**src/hdl/flow_table_ttl_dedup_defines.svh**
```systemverilog
// Assertion macros for the flow table with idle aging.
`ifndef FLOW_TABLE_TTL_DEDUP_DEFINES_SVH
`define FLOW_TABLE_TTL_DEDUP_DEFINES_SVH

`ifndef SYNTHESIS

// Property holds at every clock edge outside reset.
`define FTD_ASSERT(lbl, prop) \
  lbl: assert property (@(posedge clk_i) disable iff (!rst_ni) (prop)) \
    else $error("flow table assertion failed");

// Consequent holds in the cycle after the antecedent.
`define FTD_ASSERT_NEXT(lbl, ante, cons) \
  lbl: assert property (@(posedge clk_i) disable iff (!rst_ni) (ante) |=> (cons)) \
    else $error("flow table assertion failed");

`else

`define FTD_ASSERT(lbl, prop)
`define FTD_ASSERT_NEXT(lbl, ante, cons)

`endif

`endif

```
**src/hdl/ftd_ram.sv**
```systemverilog
// Generic simple dual-port RAM, one write and one registered read port.
module ftd_ram #(
  parameter int unsigned WIDTH = 8,
  parameter int unsigned DEPTH = 16
) (
  input  logic                     clk_i,
  input  logic                     we_i,
  input  logic [$clog2(DEPTH)-1:0] waddr_i,
  input  logic [WIDTH-1:0]         wdata_i,
  input  logic [$clog2(DEPTH)-1:0] raddr_i,
  output logic [WIDTH-1:0]         rdata_o
);

  logic [WIDTH-1:0] mem_q [DEPTH];
  logic [WIDTH-1:0] rdata_q;

  always_ff @(posedge clk_i) begin
    if (we_i) begin
      mem_q[waddr_i] <= wdata_i;
    end
    rdata_q <= mem_q[raddr_i];
  end

  assign rdata_o = rdata_q;

endmodule

```
**config.mk**
```make
export PLATFORM = sky130hd
export DESIGN_NAME = ftd_ram
export DESIGN_NICKNAME = d
export VERILOG_FILES = /design/src/hdl/flow_table_ttl_dedup_defines.svh /design/src/hdl/ftd_ram.sv
export SDC_FILE = /design/constraint.sdc
export NUM_CORES = 1
export LEC_CHECK = 0
export BUFFER_PORTS_ARGS = -buffer_cell sky130_fd_sc_hd__clkbuf_2
export CAP_MARGIN = 20
export CORE_MARGIN = 3
export CORE_UTILIZATION = 50
export CTS_CLUSTER_SIZE = 28
export DETAILED_ROUTE_END_ITERATION = 10
export PLACE_DENSITY = 0.67
export SLEW_MARGIN = 20
export SYNTH_ARGS = -nofsm -noshare
export SYNTH_HDL_FRONTEND = slang
export SYNTH_SLANG_ARGS = --single-unit
```
**constraint.sdc**
```tcl
create_clock -name clk_i -period 3.3 [get_ports clk_i]
set_clock_uncertainty 0.15 [all_clocks]
set_input_delay 0.66 -clock clk_i [delete_from_list [all_inputs] [get_ports clk_i]]
set_output_delay 0.66 -clock clk_i [all_outputs]
set_load 0.01 [all_outputs]
```
# After elaboration in Yosys (flattened, before gate mapping)
# Memory sizes are Yosys's and may differ from the RTL's. A register that Yosys moved wholly into a read port is not among the register bits.
# Cells that the tools add are included.
[word_totals]
register_bits = 0
ramBits = 128
input_bits = 18
out_inout_bits = 8
elab_cells = 3
mem_count = 1
[op_classes]
muxes = 2
[memory_table]
columns = ["name", "depth", "width", "rd", "rd_clocked_by_memory_dff", "write_ports", "line_no", "source"]
rows = [
  ["mem_q", 16, 8, 1, 1, 1, "ftd_ram.sv:14", "logic [WIDTH-1:0] mem_q [DEPTH];"],
]
[op_table]
columns = ["operator", "count"]
rows = [
  ["$mux 1", 2],
]

# Logic depth before layout (Yosys ltp)
# Gate-level depths: netlist of the first run.
[logic_depth]
word_depth = 2
mapped_depth = 5
mapped_depth_nobuf = 3

# Worst setup path after synthesis of the first run
# Ideal clock, no wire load.
[synth_timing]
path_type = "input to register"
start = "input waddr_i[2]"
end = "memory mem_q[0][0] (enable)"
setup_ps = 383
arrival_ps = 1770
required_ps = 2767
path_slack_ps = 997
path_stages = 2
n_path_buf = 0
cell_sequence = "or3b_2 -> nor3_1"
[synth_rtl]
columns = ["element", "line_no", "source"]
rows = [
  ["from (decl)", "ftd_ram.sv:8", "input logic [$clog2(DEPTH)-1:0] waddr_i,"],
  ["to (decl)", "ftd_ram.sv:14", ""],
]
# Straight into the memory's write port.

==> results of run 1 <==
[Yosys cell counts]
cell type	count	share of area
sky130_fd_sc_hd__a22oi_1	16	0.023
sky130_fd_sc_hd__and2_1	1	0.0012
sky130_fd_sc_hd__and2b_1	1	0.0015
sky130_fd_sc_hd__buf_2	3	0.0029
sky130_fd_sc_hd__buf_4	1	0.0015
sky130_fd_sc_hd__buf_6	3	0.0066
sky130_fd_sc_hd__clkdlybuf4s25_2	3	0.0058
sky130_fd_sc_hd__dfxtp_1	8	0.031
sky130_fd_sc_hd__edfxtp_1	128	0.75
sky130_fd_sc_hd__mux4_1	14	0.071
sky130_fd_sc_hd__mux4_2	18	0.079
sky130_fd_sc_hd__nand2_1	9	0.0066
sky130_fd_sc_hd__nand2b_1	2	0.0024
sky130_fd_sc_hd__nand3_1	1	0.00097
sky130_fd_sc_hd__nand3b_1	2	0.0029
sky130_fd_sc_hd__nor2_1	13	0.0095
sky130_fd_sc_hd__nor2b_1	1	0.0012
sky130_fd_sc_hd__nor3_1	4	0.0039
sky130_fd_sc_hd__or3b_2	1	0.0017
[routing by layer]
metal  vias to the layer above  GRT usage
met4                         0     0.0685
li1                       1073          -
met2                       106      0.305
met5                         -          0
met1                      1325      0.265
met3                        11     0.0408
[kinds of logic (layout without fill, tap and decap cells)]
family | Yosys count | count (layout) | share of synthesized area
AOI/OAI and AO/OA | 16 | 16 | 0.0233
and+or+nand+nor | 35 | 35 | 0.0318
buffers and inverters | 10 | 74 | 0.0168
DFF | 136 | 136 | 0.778
muxes | 32 | 32 | 0.150
[through the flow]
step	instance area, µm²	hold slack [ns]	util
floorplan	5150	0.479	-
global placement	5490	0.502	0.554
detailed placement	5490	0.511	0.554
CTS	6030	0.419	0.608
global route	6030	0.459	0.608
finish	6030	0.431	0.608
[report_power, final]
group          internal (mW)  switching, mW  total, mW
clock network           1.06          0.647       1.71
logic                 0.0759          0.106      0.182
registers               1.93         0.0100       1.94
total                   3.07          0.763       3.83
[area by class of cell]
type,count,area share
Tap cell,133,0.0276
Clock buffer,22,0.0718
Sequential cell,136,0.664
Clock inverter,10,0.0172
Timing Repair Buffer,42,0.0440
Multi-Input combinational cell,83,0.175
[critical path, cell delays in order]
cell and delay, ns:
sky130_fd_sc_hd__clkbuf_2 0.25, sky130_fd_sc_hd__buf_12 0.24, sky130_fd_sc_hd__mux4_1 0.63, sky130_fd_sc_hd__a22oi_1 0.28
sky130_fd_sc_hd__nand2_1 0.09
[registers in the layout, summed over array words and instances (netlist names)]
register,cells
rdata_o,8
mem_q,128
[worst max path at each step]
stage / depth (start not counted) / end / slack (ns)
global route: 5 / rdata_o[2]$_DFF_P_ / 1.27
global placement: 5 / rdata_o[2]$_DFF_P_ / 0.86
finish: 5 / rdata_o[2]$_DFF_P_ / 1.37
detailed placement: 5 / rdata_o[2]$_DFF_P_ / 0.84
CTS: 5 / rdata_o[2]$_DFF_P_ / 1.36
floorplan: 2 / mem_q[0][0]$_DFFE_PP_ / 1.0
==> results by stage, run 1 <==
Die:
- From bottom edge to top edge, the die measures 107 µm.
- 26 I/O pins were placed.
- The number of rows in the core area is 36.
- From left edge to right edge, the die measures 107 µm.
- The initial core utilization is 0.519.
- The floorplan step defined a die boundary enclosing 11,500 µm².
- The core footprint is 9910 µm².

STA:
- The worst path in the final design needs a cycle of 1.93 ns, including I/O delays and setup.
- Headroom to the max-slew limit came out at 0.437.
- The highest clock frequency the design can meet is 517 MHz.
- The final number of max-transition violations is 0.
- The setup TNS after final layout is 0 ns.
- Setup violations remaining at the end of the flow were counted as 0.
- Setup repair after global routing left no endpoint under its margin.
- The slew at the pin closest to its max-slew limit is 0.841 ns.
- The number of hold-slack violations in the final timing report is 0.
- Setup slack on the critical path of the routed design comes to 1.37 ns.
- Dividing the final minimum period by the clock period gives 0.586.

Place:
- The wire-length estimate of the detail-placed layout is 6180 µm.
- Including well taps, the total number of placed cells is 394.
- The count of input and output buffers is 25.
- Prior to clock tree synthesis, the placed netlist has a worst setup slack of 0.835 ns.
- Routability-driven placement finished with a final weighted congestion of 0.713.

Critical path:
- In this run the critical register-to-register path is launched from mem_q[5][2]$_DFFE_PP_.
- For the worst flop-to-flop path, the logic depth is 3.
- STA classifies the critical path startpoint as an input port.
- For the worst setup path, the data required time is 3.54 ns.
- For the worst setup path, the data arrival time is 2.17 ns.
- The critical-path maximum fanout is 20.
- The worst setup path is captured at a register.
- Tracing the worst setup path back leads to its startpoint at raddr_i[0].
- The slack of the worst reg-to-reg path is 1.72 ns.
- The category of the critical setup timing path is input port to register.
- The worst register-to-register path ends at rdata_o[2]$_DFF_P_.

Min path:
- Counting instances, the worst hold path has a depth of 1.
- The worst min-delay path startpoint is wdata_i[4].
- For hold timing, the worst endpoint is mem_q[7][4]$_DFFE_PP_.
- The kind of path behind the tightest hold check is input port to register.

Routing:
- The detailed-route via count is 2,515.
- In the final routed layout, each cell accounts on average for 23.3 µm.
- The final routed DRC violation total is 0.
- The total met3 wirelength after detailed routing is 616 µm.
- After detailed routing, the total wire length is 9930 µm.
- In the routed layout, each cell is associated on average with a via count of 5.90.
- The length of routed wiring on met1 is 4170 µm.
- The routed length on met2 is 5000 µm.
- The uppermost metal layer occupied by signal nets is met4.
- The first-pass iteration count of the detailed router is 5.
- In this run the remaining antenna-violating nets after routing total 0.
- In this run, the number of DRC markers left after iteration 0 of detailed routing was 181.

Power and ir drop:
- The ratio of total power to cell area is 636 nW/µm².
- Total power for the finished layout comes to 3.83 mW.
- The largest voltage drop on the vdd net is 0.374 mV.
- Summed over all cells, the static leakage comes to 2.05 nW.

Final layout:
- The net total in the final layout is 298.
- The library cell used most frequently in the layout, excluding fill and tap cells, is sky130_fd_sc_hd__edfxtp_1.
- Summing all multi-input logic gate instances after layout gives 1060 µm².
- Of the cells placed in the final design, the portion with a size suffix greater than 1 is 0.294.
- After filler insertion, the fill cell instance count of the layout stands at 726.
- 0 antenna diodes ended up in the layout.
- From synthesis to final layout, the design area changed by 17.1%.
- The area taken by flip-flops and latches is 4000 µm².
- The library cells used most frequently in the layout, excluding fill and tap cells, are sky130_fd_sc_hd__edfxtp_1, sky130_fd_sc_hd__clkbuf_2, sky130_fd_sc_hd__mux4_2.
- Once layout is complete, the cells apart from fillers number 426.

Synthesis:
- The post-synthesis cell type count is 19.
- The netlist area before placement is 5150 µm².
- Counting every instance in the synthesized netlist gives 229.
- Dividing the synthesized area by the synthesized cell count gives 22.5 µm².
- The number of nets produced by synthesis is 247.
- The sequential share of the synthesized area is 0.778.
- In this run, synthesis produced a sequential element count of 136.
- The count of synthesis-stage warnings from yosys is 0.

Global routing:
- The via count of the first global-routing pass is 2,656.
- After global routing the overflow that remains totals 0.
- In the global route stage, overall resource usage came out at 0.191.
- Entering global routing, the biggest net connects 21 pins.
- The first-pass GRT wire length is 15,500 µm.
- The initial antenna violation count came to 0.

Clocking:
- The clock tree synthesis step divided the H-tree into 4 levels.
- The clock-pin slew on the worst setup and hold paths is 0.06 ns.
- The clock latency at the later pin of the worst-skew pair is 0.51 ns.
- Counting along the longest clock path gives a buffer depth of 2.
- Buffers inserted during clock tree synthesis total 17.
- The number of setup buffers added after CTS is 0.
- The number of hold buffers added after CTS was 0.
- CTS placed an instance of sky130_fd_sc_hd__clkbuf_8 at the clock tree root.
- The number of gates resized after cts is 0.
- TritonCTS built the clock tree.
- The clock drives 136 sinks.

Outcome:
- The flow ran to the end, and the final reports show no timing, DRC or antenna violations.

Job:
- Across the run, the number of max-cap violations was 0.
Note: power is estimated with default switching activity, not from simulation.
==> run 2: changes to the inputs <==
--- a/config.mk
+++ b/config.mk
@@ -11,7 +11,7 @@
 export CORE_UTILIZATION = 50
 export CTS_CLUSTER_SIZE = 28
 export DETAILED_ROUTE_END_ITERATION = 10
-export PLACE_DENSITY = 0.67
+export PLACE_DENSITY = 0.7
 export SLEW_MARGIN = 20
 export SYNTH_ARGS = -nofsm -noshare
 export SYNTH_HDL_FRONTEND = slang
==> constraint.sdc (replaced) <==
create_clock -name clk_i -period 1.55 [get_ports clk_i]
set_clock_uncertainty 0.15 [all_clocks]
set_input_delay 0.31 -clock clk_i [delete_from_list [all_inputs] [get_ports clk_i]]
set_output_delay 0.31 -clock clk_i [all_outputs]
set_load 0.01 [all_outputs]
==> results by stage, run 2 (synthesis results as in run 1) <==
Final layout:
- Counting the fill cells in the layout gives 657.
- Counting flops per register, the top entry is mem_q.
- Measured on the finished design, the core utilization comes to 0.638.
- The library cell used most frequently in the layout, excluding fill and tap cells, is sky130_fd_sc_hd__edfxtp_1.
- The area growth from synthesis to layout is 22.9%.
- Leaving out fill and tap cells, the most frequent cells in the layout are sky130_fd_sc_hd__edfxtp_1, sky130_fd_sc_hd__clkbuf_2, sky130_fd_sc_hd__buf_4.
- The net total in the final layout is 312.
- The fraction of final layout cells sized beyond drive strength 1 is 0.388.
- The final antenna diode count is 0.
- The number of flip-flops under the largest register name is 128.

Clocking:
- In this run, CTS created clock tree buffers numbering 17.
- After clock tree synthesis, the clock-pin slew on the worst setup and hold paths is 0.06 ns.
- The maximum number of buffers from clock root to sink is 2.
- The H-tree depth is 4.
- CTS saw 136 sinks.
- The clock tree root buffer cell is sky130_fd_sc_hd__clkbuf_8.
- The clock tree from TritonCTS is yes.
- The clock latency at the later pin of the worst-skew pair is 0.51 ns.

Routing:
- In this run, the number of DRC markers left after iteration 0 of detailed routing was 219.
- The count of antenna-violating nets left after detailed routing is 0.
- For this run, the detailed router's first-pass iteration total came to 5.
- After detailed routing, the number of vias per cell comes to 5.58.
- The routed length per instance is 22.3 µm.
- For this run, design rule violations remaining after detail routing come to 0.
- The total wire length is 9820 µm.
- The detailed-route via count is 2,455.

Critical path:
- For this run, the slowest stage of the critical path takes 0.50 ns.
- The worst setup path is launched from a register.
- The worst register-to-register path has a depth of 3.
- Data arrives at the worst endpoint at 1.73 ns.
- The slack of the worst reg-to-reg path is 0.06 ns.
- The type of element capturing the critical path is a register.
- The category of the critical setup timing path is register to register.
- The slowest cell on the critical path is sky130_fd_sc_hd__mux4_2.
- The worst register-to-register path begins at mem_q[3][4]$_DFFE_PP_.
- The critical path goes through mux4_2 -> a22oi_2 -> nand2_1.
- Along the worst path, the maximum fanout reaches 1.
- The worst register-to-register path ends at rdata_o[4]$_DFF_P_.
- The data required time of the worst path is 1.79 ns.

Place:
- The half-perimeter wire length after detailed placement is 6020 µm.
- The count of input and output buffers is 25.
- Prior to clock tree synthesis, the placed netlist has a worst setup slack of -0.423 ns.
- At the end of routability-driven placement, the weighted congestion stood at 0.738.

Outcome:
- The flow ran to the end, and the final reports show no timing, DRC or antenna violations.

Power and ir drop:
- The static leakage is 2.17 nW.
- The largest voltage drop on the vdd net is 0.802 mV.
- In this run the power density over the cells is 1360 nW/µm².
- After layout, the design draws a total of 8.58 mW.

STA:
- In the final timing run, aggregate negative setup slack is 0 ns.
- The number of hold-slack violations in the final timing report was 0.
- The worst pin sits at a relative slew slack of 0.415.
- The final number of max-transition violations is 0.
- The highest clock frequency the design can meet is 671 MHz.
- The clock period minus final worst setup slack is 1.49 ns.
- The slew at the pin closest to its max-slew limit is 0.876 ns.
- Setup repair after global routing left no endpoint under its margin.
- In the finished design, the share of the clock period the worst path needs comes to 0.962.
- The number of setup violations in the final report is 0.
- Setup slack on the critical path of the routed design comes to 0.0592 ns.

Die:
- For this configuration, the core starts out at a cell density of 0.519.
- From bottom edge to top edge, the die measures 107 µm.
- The number of rows in the core area is 36.
- The core region is 9910 µm².
- The floorplan die width is 107 µm.
- The die covers 11,500 µm².
- The number of ports placed on the die boundary is 26.

Global routing:
- Across every metal layer, demand over resource in global routing totals 0.189.
- The first-pass GRT wire length is 15,500 µm.
- The via count of the first global-routing pass is 2,598.
- The aggregate global routing overflow is 0.
- The initial antenna violation count was 1.
- Entering global routing, the biggest net connects 20 pins.

Min path:
- The count of cells along the worst hold path is 1.
- The worst hold path terminates at mem_q[5][6]$_DFFE_PP_.
- The kind of path behind the tightest hold check is input port to register.
- The worst min-delay path startpoint is wdata_i[6].

Job:
- The max-capacitance violation count is 0.
-- run 2: changes by cell type in the layout (fill, tap and decap cells not counted), sizes merged --
| cell | before | now |
|---|---|---|
| buf | 17 | 31 |
| bufinv | 2 | 3 |
| clkbuf | 47 | 44 |
| clkinv | 7 | 5 |
| clkinvlp | 1 | 3 |
| inv | 0 | 2 |
-- run 2: worst max path at each step --
stage	start	slack (ns)	end
detailed placement	raddr_i[0]	-0.42	rdata_o[1]$_DFF_P_
CTS	mem_q[1][2]$_DFFE_PP_	0.003	rdata_o[2]$_DFF_P_
finish	mem_q[3][4]$_DFFE_PP_	0.06	rdata_o[4]$_DFF_P_
global route	mem_q[3][4]$_DFFE_PP_	0.01	rdata_o[4]$_DFF_P_
global placement	raddr_i[0]	-0.41	rdata_o[1]$_DFF_P_
floorplan	raddr_i[0]	-0.05	rdata_o[1]$_DFF_P_
-- run 2: through the flow --
step                hold slack (ns)  cell area, µm²  instances
global placement              0.500            5710        408
finish                       0.0737            6330        440
floorplan                     0.259            5190        229
detailed placement            0.508            5710        408
global route                 0.0899            6330        440
CTS                          0.0681            6320        440
-- run 2: final cells by class --
| cell class | instances | area, µm² | area share |
|---|---|---|---|
| Sequential cell | 136 | 4010 | 0.633 |
| Multi-Input combinational cell | 83 | 1110 | 0.175 |
| Timing Repair Buffer | 56 | 445 | 0.0704 |
| Clock buffer | 19 | 432 | 0.0682 |
| Clock inverter | 13 | 170 | 0.0269 |
| Tap cell | 133 | 166 | 0.0263 |
-- run 2: timing repair --
action | 4_1_cts | 5_1_grt
resized for setup | 4 | 2
hold buffers | 0 | 0
pin swaps | 0 | 1
buffers inserted | 0 | 0
endpoints found under the setup margin | 3 | 2
-- run 2: layer usage --
| metal | GRT usage | share of wire | vias up |
|---|---|---|---|
| li1 | - | - | 1102 |
| met1 | 0.265 | 0.42 | 1266 |
| met2 | 0.293 | 0.50 | 79 |
| met3 | 0.0462 | 0.064 | 6 |
| met4 | 0.0712 | 0.0091 | 2 |
| met5 | 0 | 0.0013 | - |
-- run 2: critical path: cells and delay by family (launching register included) --
kind	cells	cell delay [ns]
AO/OA/AOI/OAI	1	0.25
AND/OR/NAND/NOR	1	0.09
flip-flops	1	0.38
multiplexers	1	0.50
-- run 2: power by group --
part,switching (mW),leakage (nW),internal [mW]
logic,0.231,0.663,0.196
clock network,1.50,0.285,2.51
registers,0.0283,1.22,4.11
==> run 3: changes to the inputs <==
--- a/config.mk
+++ b/config.mk
@@ -5,6 +5,7 @@
 export SDC_FILE = /design/constraint.sdc
 export NUM_CORES = 1
 export LEC_CHECK = 0
+export ABC_AREA = 1
 export BUFFER_PORTS_ARGS = -buffer_cell sky130_fd_sc_hd__clkbuf_2
 export CAP_MARGIN = 20
 export CORE_MARGIN = 3
==> results by stage, run 3 <==
Outcome:
- The flow ran to the end, and the final reports show no timing, DRC or antenna violations.

Routing:
- For this run, design rule violations remaining after detail routing come to 0.
- The first-iteration detailed-routing DRC count is 399.
- In the routed layout, each cell is associated on average with a via count of 5.17.
- The routed design has 12,900 µm of wire.
- The first-pass iteration count of the detailed router is 5.
- Summing over every cut layer, the via total after detailed routing is 3,870.
- The detail route stage leaves a number of antenna-violating nets equal to 0.
- The routed length per instance is 17.2 µm.

STA:
- The worst relative slew slack is 0.724.
- For the final routed database, the setup TNS stands at 0 ns.
- The number of hold-slack violations in the final timing report is 0.
- Setup repair after global routing left no endpoint under its margin.
- Setup violations remaining at the end of the flow were counted as 0.
- For this run, the top clock speed supported by timing is 735 MHz.
- The share of the clock period used by the worst path is 0.878.
- The worst path needs 1.36 ns of the cycle, external delays included.
- For the pin with the worst max-slew slack, the measured transition is 0.415 ns.
- The final number of max-transition violations was 0.

Synthesis:
- The number of storage elements in the synthesis netlist is 136.
- Synthesis produced a netlist with a net count of 569.
- The mean instance size in the synthesized netlist is 10.5 µm².
- The top cell type by total area after synthesis is sky130_fd_sc_hd__edfxtp_1.
- The most frequent cell after synthesis is sky130_fd_sc_hd__nand2_1.
- The dominant synthesized flop cell is sky130_fd_sc_hd__edfxtp_1.
- The area share of the largest cell type after synthesis is 0.667.
- The share of the Yosys chip area taken by registers is 0.694.
- Of all flip-flops after synthesis, the portion carrying an async set or reset was 0.
- In this run, synthesis inferred 128 flip-flops with an integrated enable.
- Ranked by total cell area, the synthesized netlist is headed by sky130_fd_sc_hd__edfxtp_1, sky130_fd_sc_hd__nand2_1, sky130_fd_sc_hd__nand3_1.
- The post-synthesis cell type count is 12.
- The netlist area before placement is 5770 µm².
- The count of synthesis-stage warnings from yosys is 0.
- Ranked by instance count, the synthesized netlist is headed by sky130_fd_sc_hd__nand2_1, sky130_fd_sc_hd__edfxtp_1, sky130_fd_sc_hd__inv_1.
- The count of mapped cells out of synthesis is 551.

Die:
- The die footprint is 12,900 µm².
- The die is 113 µm tall.
- From left edge to right edge, the die measures 113 µm.
- During I/O placement, the number of pins put on the boundary was 26.
- Row generation in the floorplan step produced 38 rows.
- The initial core utilization is 0.523.
- The core footprint is 11,000 µm².

Global routing:
- The initial antenna violation count came to 0.
- The aggregate global routing overflow is 0.
- Entering global routing, the biggest net connects 52 pins.
- The overall routing resource usage is 0.212.
- The via count of the first global-routing pass was 3,702.
- The first-pass GRT wire length is 20,000 µm.

Clocking:
- Post-CTS timing repair inserted 0 buffers for setup.
- Buffers inserted during clock tree synthesis total 17.
- In this run, post-CTS repair resized a total of 0 instances.
- The clock-pin slew on the worst setup and hold paths is 0.06 ns.
- The later pin in the worst-skew pair is clocked with a latency of 0.42 ns.
- TritonCTS built the clock tree.
- The H-tree was split into 4 levels.
- Hold repair after CTS inserted 0 buffers.
- The tree is rooted in a sky130_fd_sc_hd__clkbuf_16.
- For this design, the sink count on the clock tree is 136.
- The maximum number of buffers from clock root to sink is 2.

Place:
- The count of buffers added on input and output ports is 25.
- The placement-stage cell area is 6160 µm².
- At the end of routability-driven placement, the weighted congestion stood at 0.885.
- The half-perimeter wire length after detailed placement is 7790 µm.

Power and ir drop:
- The net load switching power is 1.83 mW.
- Of the total power, combinational logic draws 0.060.
- The share of total power dissipated in sequential elements is 0.471.
- Of the total power, the clock network draws 0.469.
- Cell internal power was estimated by the tool at 6.95 mW.
- Of the total power, the share spent switching nets is 0.208.
- Power spread over the standard cell area amounts to 1300 nW/µm².
- The static leakage is 2.97 nW.
- The worst-case IR drop observed on VDD is 0.760 mV.

Min path:
- The min-delay analysis places its worst path in the category input port to register.

Critical path:
- In this design, the stage delay of the slowest critical-path cell is 0.34 ns.
- In this run the worst path has a maximum fanout of 1.
- Traced cell by cell, the critical path runs through clkbuf_2.
- The startpoint kind of the worst setup timing path is a register.
- The slowest cell on the critical path is sky130_fd_sc_hd__dfxtp_1.
- The type of element capturing the critical path is an output pin.
- The cell family contributing the most delay on the critical path is flip-flops.
- The setup path with the least slack is of type register to output pin.
- At the worst endpoint, the required time is 1.09 ns.
- STA puts the critical path data arrival time at 0.90 ns.
- Together, buffers and inverters on the worst path number 1.

Job:
- The max-capacitance violation count is 0.

Final layout:
- The top register by number of flip-flops is mem_q.
- The number of flip-flops under the largest register name is 128.
- The final antenna diode count is 0.
- The most frequent standard cell in the layout excluding fill and tap cells is sky130_fd_sc_hd__nand2_1.
- After filler insertion, the fill cell instance count of the layout stands at 879.
- After routing the design area is 6770 µm².
- In the layout the commonest cells are sky130_fd_sc_hd__nand2_1, sky130_fd_sc_hd__edfxtp_1, sky130_fd_sc_hd__inv_1.
- The area growth from synthesis to layout is 17.4%.
- Of the cells placed in the final design, the portion with a size suffix greater than 1 is 0.136.
- The net total in the final layout is 615.
## run 3: changes by cell type after synthesis, sizes merged, moves of 2 or more
| cell | delta |
|---|---|
| nand2 | +164 |
| inv | +102 |
| nand3 | +96 |
| mux4 | -32 |
| buf | +17 |
| a22oi | -16 |
| nor2 | +4 |
| nor3 | -4 |
| clkdlybuf4s25 | -3 |
| nand2b | -2 |
## run 3: power by group through the flow
stage	Combinational [mW]	Clock, mW	Sequential, mW
after global placement	0.518	0	4.21
after CTS	0.535	4.17	4.14
final	0.529	4.12	4.14
after floorplan	0.290	0	4.22
after global routing	0.584	4.34	4.14
after detailed placement	0.529	0	4.21
## run 3: layout make-up
cell class / instances / area (µm²) / share of cell area
multi-input cells: 289 / 1210 / 0.179
clock buffers: 18 / 429 / 0.0634
repair buffers: 51 / 383 / 0.0566
flip-flops and latches: 136 / 4000 / 0.591
clock inverters: 13 / 181 / 0.0268
well taps: 140 / 175 / 0.0259
inverters: 102 / 383 / 0.0566
## run 3: worst paths after layout
kind         slack, ns                    from            endpoint  cells past startpoint
max               0.19      rdata_o[6]$_DFF_P_          rdata_o[6]                      1
max reg2reg       0.38   mem_q[1][2]$_DFFE_PP_  rdata_o[2]$_DFF_P_                      6
min               0.19              raddr_i[2]  rdata_o[0]$_DFF_P_                      4
min reg2reg       0.51  mem_q[13][5]$_DFFE_PP_  rdata_o[5]$_DFF_P_                      6
## run 3: metal layers
layer  GRT usage  up-vias  share of wire
li1            -     1868              -
met1       0.280     1824           0.41
met2       0.335      146           0.49
met3      0.0477       32          0.062
met4       0.103        0          0.033
met5           0        -              0
## run 3: worst min-delay path, stage by stage
cell and delay (ns):
sky130_fd_sc_hd__clkbuf_2 0.18, sky130_fd_sc_hd__nand3_1 0.12, sky130_fd_sc_hd__nand3_1 0.07, sky130_fd_sc_hd__nand2_1 0.05
## run 3: stage by stage
| step | total power, mW | utilization | hold slack [ns] | cells | worst slack, ns |
|---|---|---|---|---|---|
| floorplan | 4.51 | - | 0.259 | 551 | 0.139 |
| global placement | 4.73 | 0.558 | 0.482 | 718 | -0.0172 |
| detailed placement | 4.74 | 0.558 | 0.506 | 718 | -0.0756 |
| CTS | 8.84 | 0.614 | 0.181 | 749 | 0.159 |
| global route | 9.07 | 0.614 | 0.211 | 749 | 0.151 |
| finish | 8.78 | 0.614 | 0.192 | 749 | 0.190 |
## run 3: cell families after synthesis
group	count (synthesis)	synth area share
buffers and inverters	126	0.0952
DFF	136	0.694
and+or+nand+nor	289	0.210
